$ cat src/rtl/sliding_window_median_macros.svh
// Assertion macros shared by the sliding window median RTL
`ifndef SLIDING_WINDOW_MEDIAN_MACROS_SVH
`define SLIDING_WINDOW_MEDIAN_MACROS_SVH

// check a condition at every clock edge outside reset
`define SWM_ASSERT_NOW(label, expr) \
  label: assert property (@(posedge clk_i) disable iff (!rst_ni) (expr)) \
    else $error("sliding_window_median: invariant violated");

// check that a trigger is followed by a condition at the next edge
`define SWM_ASSERT_NEXT(label, trig, expr) \
  label: assert property (@(posedge clk_i) disable iff (!rst_ni) (trig) |=> (expr)) \
    else $error("sliding_window_median: sequence violated");

`endif

$ cat src/rtl/swm_ram.sv
// Generic single-write, single-read RAM with registered read data
module swm_ram #(
  parameter int WIDTH = 32,
  parameter int DEPTH = 64
) (
  input  logic                                  clk_i,
  input  logic                                  we_i,
  input  logic [(DEPTH > 1 ? $clog2(DEPTH) : 1)-1:0] waddr_i,
  input  logic [WIDTH-1:0]                      wdata_i,
  input  logic [(DEPTH > 1 ? $clog2(DEPTH) : 1)-1:0] raddr_i,
  output logic [WIDTH-1:0]                      rdata_o
);

  logic [WIDTH-1:0] mem [DEPTH];
  logic [WIDTH-1:0] rdata_q;

  always_ff @(posedge clk_i) begin
    if (we_i) begin
      mem[waddr_i] <= wdata_i;
    end
    rdata_q <= mem[raddr_i];
  end

  assign rdata_o = rdata_q;

endmodule

$ cat config.mk
export PLATFORM = sky130hd
export DESIGN_NAME = swm_ram
export DESIGN_NICKNAME = d
export VERILOG_FILES = /design/src/rtl/sliding_window_median_macros.svh /design/src/rtl/swm_ram.sv
export SDC_FILE = /design/constraint.sdc
export NUM_CORES = 2
export LEC_CHECK = 0
export BUFFER_PORTS_ARGS = -buffer_cell sky130_fd_sc_hd__buf_4
export CORE_UTILIZATION = 55
export CTS_BUF_LIST = sky130_fd_sc_hd__clkbuf_2 sky130_fd_sc_hd__clkbuf_4 sky130_fd_sc_hd__clkbuf_8
export DETAILED_ROUTE_END_ITERATION = 10
export MAX_ROUTING_LAYER = met4
export PLACE_DENSITY = 0.67
export SYNTH_ARGS = -nofsm -noshare
export SYNTH_HDL_FRONTEND = slang
export SYNTH_SLANG_ARGS = --single-unit
$ cat constraint.sdc
create_clock -name clk_i -period 5.3 [get_ports clk_i]
set_input_delay 0.795 -clock clk_i [delete_from_list [all_inputs] [get_ports clk_i]]
set_output_delay 0.795 -clock clk_i [all_outputs]
set_load 0.01 [all_outputs]
==> impl_metrics.tcl <==
set metrics [dict create \
    outcome "finished, final reports clean" \
    ys_ff_latch 2080 \
    period_minus_slack_ns 2.98 \
    p_switching_uw 7100 \
    internal_power_uw 26000 \
    critPathMostFrequentCell "mux4_2" \
    start_util_pct 55.5 \
    hold_violations 0 \
    clockBufferDepth 4 \
    synth.most_common_cell "edfxtp_1" \
    cp_num_buf_inv 3 \
    synth_top_cell_area_share_pct 78.3 \
    cts-root-buf "clkbuf_8" \
    rsz0062_at_grt "false" \
    fin_tns_setup_ns 0 \
    synthCells 3324 \
    pwr-share-clk_pct 39.8 \
    slowest_stage "mux4_2" \
    path_delay_family "buffers and inverters" \
    final_max_slew_viol_count 0 \
    min_to "mem[9][9]$_DFFE_PP_" \
    cap_violations 0 \
    yosys.area_share.xor_xnor_pct 0 \
    wire_per_inst_um 33.7 \
    clock_sinks 2080 \
    cp_slowest_stage_delay_ns 0.55 \
    max-slew-margin-rel_pct 14.1 \
    drtIter0Drc 4668 \
    p_per_area_mw_per_mm2 374 \
    numPortBuffers 77 \
    swShare_pct 21.5 \
    netlist_top_cells_count "2048 x edfxtp_1, 544 x mux4_2, 137 x nor2_1, 93 x mux2i_1, 84 x o22ai_1" \
    synth_compound_area_share_pct 1.67 \
    die_area_mm2 0.144 \
    rows 138 \
    post-dp-hpwl_um 110000 \
    r2r_cells 4 \
    drive_above_1_share_pct 34.0 \
    skew_ns 0.0388 \
    seq_area_frac_synth_pct 79.1 \
    rr_startpoint "mem[63][0]$_DFFE_PP_" \
    synth_top_family_by_area "multiplexers" \
    timing.reg2reg.setup_slack_ns 3.04 \
    synth_warnings 0 \
    crit_chain "buf_8 > buf_12 > buf_4 > mux4_2 > mux4_2 > o22ai_1 > nor2_1" \
    cts.reportedPaths.clkPinSlew_ns 0.06 \
    p_seq_share_pct 55.3 \
    grt_usage_pct 28.3 \
    syn_avg_cell_area_um2 23.6 \
    synthAdderAreaFrac_pct 0 \
    grt_overflow 0 \
    r2r_end "rdata_o[0]$_DFF_P_" \
    die_w_um 380 \
    synth_flop_cell "edfxtp_1" \
    post_cts_resized 0 \
    cts-buffers-inserted 339 \
    antenna_left 0 \
    syn_to_final_growth_pct 12.8 \
    dr.pass1.iters 5 \
    drc_errors 0 \
    synth_area_leader_cell "edfxtp_1" \
    critPathLaunchType "input pin" \
    grt_first_pass_wirelength_um 279000 \
    grt_antenna_before_repair 11 \
    coreArea_mm2 0.142 \
    layout.nets 3734 \
    cp.required_ns 6.18 \
    worstMarginPinSlew_ns 1.29 \
    synth.cell_area_mm2 0.0785 \
    crit_path_end_kind "flop" \
    max_freq_mhz 336 \
    setup_viol_count_final 0 \
    clock_latency_ns 1.02 \
    hold_buffers 0 \
    cts_tree "yes" \
    first_global_vias 38849 \
    viasPerCell 6.52 \
    hold_class "input pin to flop" \
    min_from "wdata_i[9]" \
    p_leak_uw 0.0278 \
    synth-simple-area-share_pct 1.27 \
    fin_util_pct 62.6 \
    fin_crit_sh_pct 56.1 \
    path_class "input pin to flop" \
    worstPathArrival_ns 3.85 \
    pin_count 78 \
    muxShareOfSynthArea_pct 16.8 \
    comb_power_share_pct 4.9 \
    min_path_cells 1 \
    htreeDepth 5 \
    synth_area_leaders "edfxtp_1 78%, mux4_2 16%, mux2i_1 1.2%, dfxtp_1 0.82%, o22ai_1 0.67%" \
    grt_max_degree 83 \
    path_max_fanout 50 \
    synth_enable_flop_cells 2048 \
    async_flop_share_pct 0 \
    postCtsSetupRepairBufs 0 \
    ir_worst_vdd_v 0.000223 \
    die_h_um 380 \
    drt_wl_total_um 196000 \
    routabilityCongestion 0.828 \
    vias 37974 \
    synth.lib_cells_used.distinct 34 \
    syn_nets 3370 \
]
layout make-up:
class	count	area [um2]
diodes	11	27.5
multi-input cells	1062	16000
flip-flops and latches	2080	62100
well taps	1890	2360
fillers	9407	53000
repair buffers	205	1750
clock inverters	96	478
clock buffers	479	5850
power by group through the flow:
stage | clock (uW) | combinational, uW | sequential, uW
after global routing | 14000 | 1700 | 18300
after CTS | 13400 | 1630 | 18300
after floorplan | 0 | 886 | 18600
after global placement | 0 | 1590 | 18600
final | 13200 | 1620 | 18300
after detailed placement | 0 | 1630 | 18600
flip-flops by register name, summed over array words and instances, names as in the netlist:
signal   count
rdata_o     32
mem       2048
logic make-up (layout without fill, tap and decap cells):
logic type / Yosys count / after routing
AO/OA/AOI/OAI: 202 / 202
buffers and inverters: 182 / 780
flip-flops: 2080 / 2080
multiplexers: 637 / 637
other: 0 / 11
AND/OR/NAND/NOR: 223 / 223
placed cells by master (no fill, tap or decap), types with 27 or more instances in the layout:
master / instances
edfxtp_1: 2048
mux4_2: 544
clkbuf_8: 361
buf_4: 187
clkbuf_4: 118
mux2i_1: 93
o22ai_1: 84
nor2_1: 75
a21oi_1: 62
nor2_4: 62
clkinv_1: 61
dfxtp_1: 32
o221ai_1: 27
layer usage:
metal / part of all wire, % / track usage (%) / vias to the layer above
met5: 0 / - / -
met3: 9.9 / 5.78 / 394
met2: 48 / 42.8 / 2195
met4: 3.3 / 10.0 / 0
met1: 39 / 38.9 / 20328
li1: - / - / 15057
stage by stage:
stage          cell area [um2]  hold WS [ns]  std cells  total power (uW)  worst slack [ns]
6_report                 88600         0.300       5823             33100              2.32
3_3_place_gp             82200         0.716       5237             20200              1.26
5_1_grt                  88600         0.269       5822             34000              2.28
3_5_place_dp             82200         0.717       5237             20300              1.24
4_1_cts                  88600         0.225       5812             33300              2.35
2_1_floorplan            78500         0.663       3324             19500              1.35
worst max-delay path by stage:
stage / start / end / cells past startpoint
2_1_floorplan: waddr_i[3] / mem[48][0]$_DFFE_PP_ / 4
3_3_place_gp: raddr_i[0] / rdata_o[1]$_DFF_P_ / 7
3_5_place_dp: raddr_i[0] / rdata_o[1]$_DFF_P_ / 7
4_1_cts: raddr_i[0] / rdata_o[1]$_DFF_P_ / 7
5_1_grt: raddr_i[0] / rdata_o[1]$_DFF_P_ / 7
6_report: raddr_i[0] / rdata_o[1]$_DFF_P_ / 7
Note: power is estimated with default switching activity, not from simulation.
