<file path="src/rtl/sliding_window_median_macros.svh">
// Assertion macros shared by the sliding window median RTL
`ifndef SLIDING_WINDOW_MEDIAN_MACROS_SVH
`define SLIDING_WINDOW_MEDIAN_MACROS_SVH

// check a condition at every clock edge outside reset
`define SWM_ASSERT_NOW(label, expr) \
  label: assert property (@(posedge clk_i) disable iff (!rst_ni) (expr)) \
    else $error("sliding_window_median: invariant violated");

// check that a trigger is followed by a condition at the next edge
`define SWM_ASSERT_NEXT(label, trig, expr) \
  label: assert property (@(posedge clk_i) disable iff (!rst_ni) (trig) |=> (expr)) \
    else $error("sliding_window_median: sequence violated");

`endif

</file>
<file path="src/rtl/swm_pkg.sv">
// Shared types and fixed field widths for the sliding window median
package swm_pkg;

  localparam int IN_W  = 32;
  localparam int OUT_W = 33;
  localparam int CFG_W = 7;

  typedef struct packed {
    logic upd;
    logic remove;
  } cell_ctl_t;

endpackage

</file>
<file path="src/rtl/swm_cell.sv">
// One cell of the sorted window: drops the oldest value and inserts the new sample
module swm_cell #(
  parameter int SW  = 32,
  parameter int CW  = 7,
  parameter int IDX = 0
) (
  input  logic                  clk_i,
  input  swm_pkg::cell_ctl_t    ctl_i,
  input  logic [CW-1:0]         r_cnt_i,
  input  logic signed [SW-1:0]  smp_i,
  input  logic signed [SW-1:0]  old_i,
  input  logic signed [SW-1:0]  left_rval_i,
  input  logic                  left_rle_i,
  input  logic signed [SW-1:0]  right_val_i,
  output logic signed [SW-1:0]  val_o,
  output logic signed [SW-1:0]  rval_o,
  output logic                  rle_o
);
  import swm_pkg::*;

  logic signed [SW-1:0] val_q;
  logic signed [SW-1:0] val_d;
  logic signed [SW-1:0] rval;
  logic                 rle;

  always_comb begin
    if (ctl_i.remove && (val_q >= old_i)) begin
      rval = right_val_i;
    end else begin
      rval = val_q;
    end
    rle = (CW'(IDX) < r_cnt_i) && (rval <= smp_i);
    if (rle) begin
      val_d = rval;
    end else if (left_rle_i) begin
      val_d = smp_i;
    end else begin
      val_d = left_rval_i;
    end
  end

  always_ff @(posedge clk_i) begin
    if (ctl_i.upd) begin
      val_q <= val_d;
    end
  end

  assign val_o  = val_q;
  assign rval_o = rval;
  assign rle_o  = rle;

endmodule

</file>
<file path="config.mk">
export PLATFORM = sky130hd
export DESIGN_NAME = swm_cell
export DESIGN_NICKNAME = d
export VERILOG_FILES = /design/src/rtl/sliding_window_median_macros.svh /design/src/rtl/swm_pkg.sv /design/src/rtl/swm_cell.sv
export SDC_FILE = /design/constraint.sdc
export NUM_CORES = 1
export LEC_CHECK = 0
export BUFFER_PORTS_ARGS = -buffer_cell sky130_fd_sc_hd__buf_2
export CELL_PAD_IN_SITES_DETAIL_PLACEMENT = 1
export CELL_PAD_IN_SITES_GLOBAL_PLACEMENT = 1
export CORE_MARGIN = 2
export CORE_UTILIZATION = 36
export CTS_CLUSTER_SIZE = 20
export DETAILED_ROUTE_END_ITERATION = 10
export MAX_ROUTING_LAYER = met4
export PLACE_DENSITY = 0.85
export SLEW_MARGIN = 15
export SYNTH_ARGS = -nofsm -noshare
export SYNTH_HDL_FRONTEND = slang
export SYNTH_SLANG_ARGS = --single-unit
</file>
<file path="constraint.sdc">
create_clock -name clk_i -period 9.75 [get_ports clk_i]
set_clock_uncertainty 0.1 [all_clocks]
set_input_delay 2.925 -clock clk_i [delete_from_list [all_inputs] [get_ports clk_i]]
set_output_delay 2.925 -clock clk_i [all_outputs]
set_load 0.005 [all_outputs]
</file>
==> impl_metrics.toml <==
[outcome]
status = "complete, but fails checks"
failed_checks = "negative setup slack"

[pwr]
combPwrFrac = 0.762
power.total_mw = 2.160
p_leak_nw = 3.329
swShare = 0.4719
p_int_mw = 1.141
irDropWorstVdd_mv = 0.1426
powerDensity_mw_per_mm2 = 297.2
p_switching_mw = 1.019
seq_power_share = 0.164
clockPowerShare = 0.074

[yosys]
yosysSeqAreaShare = 0.1871
yosysWarnings = 0
syn_nets = 832
async_flop_share = 0
synth-edff-count = 32
syn_avg_cell_area_um2 = 8.164
syn_inst = 629
ys_types = 47
synth_top_flop_cell = "edfxtp_1"
synth_seq_cells = 32
netlist_area_mm2 = 0.005135

[setup_path]
cp.arrival_ps = 6820
crit_slowest_cell = "nor4_4"
cp_common_cell = "o31a_1"
cpPeakStageDelay_ps = 430
crit_chain = "buf_6 -> inv_4 -> ha_4 -> nand4_1 -> nor4_4 -> a311oi_4 -> a21oi_4 -> buf_12 -> o32a_1 -> o2111ai_2 -> ha_1 -> nor2b_1 -> o211ai_1 -> a21oi_1 -> o31a_1 -> o31a_1 -> o32ai_4 -> buf_2"
cp-end-kind = "primary output"
path_max_fanout = 6
cp.required_ps = 6730
crit_type = "in2out"
critPathBufInv = 4
start_kind = "primary input"
critPathTopFamily = "compound AO/OA/AOI/OAI gates"

[route]
final_antenna_net_count = 0
dr.first_iter.drc_count = 428
via_per_inst = 5.838
first_pass_iters = 5
drt-total-wl_um = 22200
drc = 0
post_drt_wl_per_cell_um = 21.27
dr_total_vias = 6095

[layout]
drive_gt1_frac = 0.4594
final_common_cell = "buf_2"
finalNonFillerCells = 1044
largest_reg_flops = 32
final_cell_mix = "199 x buf_2, 104 x nand2_1, 64 x inv_1"
final_nets = 1064
syn_to_final_growth_pct = 41.52
nFillCells = 1733

[place]
dp_hpwl_um = 15580
globalplace.congestion = 0.9177
port_buffers = 203
placed_cells = 1010
place_ws_ps = -66.25

[floorplanning]
die-area_mm2 = 0.01524
pin_count = 204
die_w_um = 123.4
initial_core_util = 0.3699
rows = 43
core_area_mm2 = 0.01388
die_h_um = 123.4

[sta]
drv_slew = 0
worst_slack_ps = -99.34
setup-tns-final_ps = -99.34
rsz0062_at_grt = "true"
worstMarginPinSlew_ps = 1172
min_period_ps = 9849
hold_viol = 0
fmax_mhz = 101.5
setup_viol = 1
fin_hold_ws_ps = 782.2
relSlewSlack = 0.2186
fin_crit_sh = 1.010

[grt]
gr-total-overflow = 0
track_usage = 0.2694
antenna_found_initial = 2
grt_pass1_wl_um = 31070
grt_max_degree = 64
grt_pass1_vias = 6045

[clock_tree]
cts_buffers = 5
cts_hold_buf = 0
root_buffer = "clkbuf_16"
clockBufferDepth = 2
clk_pin_slew_ps = 60
cts_sinks = 32
htreeDepth = 2
cts_tree = "yes"
clk_latency_ps = 290

[flow_run]
drv_cap = 0

[hold_path]
hp-class = "reg2reg"
-- power groups by stage --
stage	Sequential, mW	Combinational, mW	Clock (mW)
CTS	0.342	1.48	0.160
floorplan	0.316	0.931	0
detailed placement	0.344	1.45	0
finish	0.354	1.65	0.160
global placement	0.342	1.39	0
global route	0.366	1.78	0.167
-- per-stage QoR --
stage	util	cell area [um2]
final	0.5235	7267
after detailed placement	0.4703	6529
after floorplan	-	5135
after CTS	0.4869	6759
after global routing	0.5235	7267
after global placement	0.4703	6529
-- cell families after synthesis --
group / after synthesis / synth area share
adder cells (fa/ha/maj): 64 / 0.1559
AO/OA/AOI/OAI: 181 / 0.3109
multiplexers: 33 / 0.07237
buffers and inverters: 117 / 0.1004
AND/OR/NAND/NOR: 202 / 0.1732
flip-flops: 32 / 0.1871
-- final cells by class --
type,count,area [um2],share of cell area
Antenna cell,2,5.005,0.0006887
Clock buffer,7,132.6,0.01825
Clock inverter,1,3.754,0.0005165
Inverter,70,265.3,0.03650
Multi-Input combinational cell,480,4006,0.5513
Sequential cell,32,960.9,0.1322
Tap cell,180,225.2,0.03099
Timing Repair Buffer,272,1668,0.2295
-- worst register-to-register path, delay by kind of cell, from the launching register on --
| kind | cells | cell delay, ps |
|---|---|---|
| simple gates | 3 | 910 |
| buf+inv | 2 | 670 |
| compound gates | 9 | 1920 |
| mux | 1 | 420 |
| fa+ha+maj | 2 | 700 |
| flops | 1 | 510 |
-- routing by layer --
layer	track usage	vias up	share of wire
li1	-	2811	-
met1	0.3208	3004	0.41
met2	0.4605	228	0.51
met3	0.02952	52	0.047
met4	0.1143	0	0.033
met5	-	-	0
-- path summary, 6_finish.rpt --
check | from | to | slack (ps) | cells past startpoint
worst min-delay path | val_o[24] | val_o[24] | 780 | 3
worst min register to register | val_o[24] | val_o[24] | 780 | 3
worst max-delay path | old_i[15] | rle_o | -100 | 18
worst max register to register | val_o[13] | val_o[20] | 4280 | 17
-- cell usage after synthesis (2+ instances only) --
master,n,share of area
nor4_2,2,0.0049
o21bai_1,2,0.0029
o31a_1,2,0.0034
inv_1,70,0.051
nor2_1,39,0.029
o2111ai_2,29,0.085
nand4_1,12,0.015
buf_6,7,0.015
nor2b_1,3,0.0037
a22oi_1,22,0.032
nand2_1,104,0.076
o32a_1,31,0.060
buf_4,2,0.0029
ha_1,64,0.16
a21o_1,5,0.0073
a22oi_2,9,0.022
o211ai_1,2,0.0029
mux2_2,33,0.072
a211oi_1,4,0.0058
a21oi_1,53,0.052
clkbuf_1,25,0.018
nor4_1,2,0.0024
o21ai_0,8,0.0078
nand3_1,33,0.032
edfxtp_1,32,0.19
buf_2,13,0.013
-- what timing repair did --
action / 4_1_cts / 5_1_grt
buffers inserted: 7 / 16
gates cloned: 1 / 3
endpoints found under the hold margin: 0 / 0
pin swaps: 6 / 42
setup endpoints to repair: 1 / 1
gates resized for setup: 1 / 57
(Power assumes the default switching activity.)
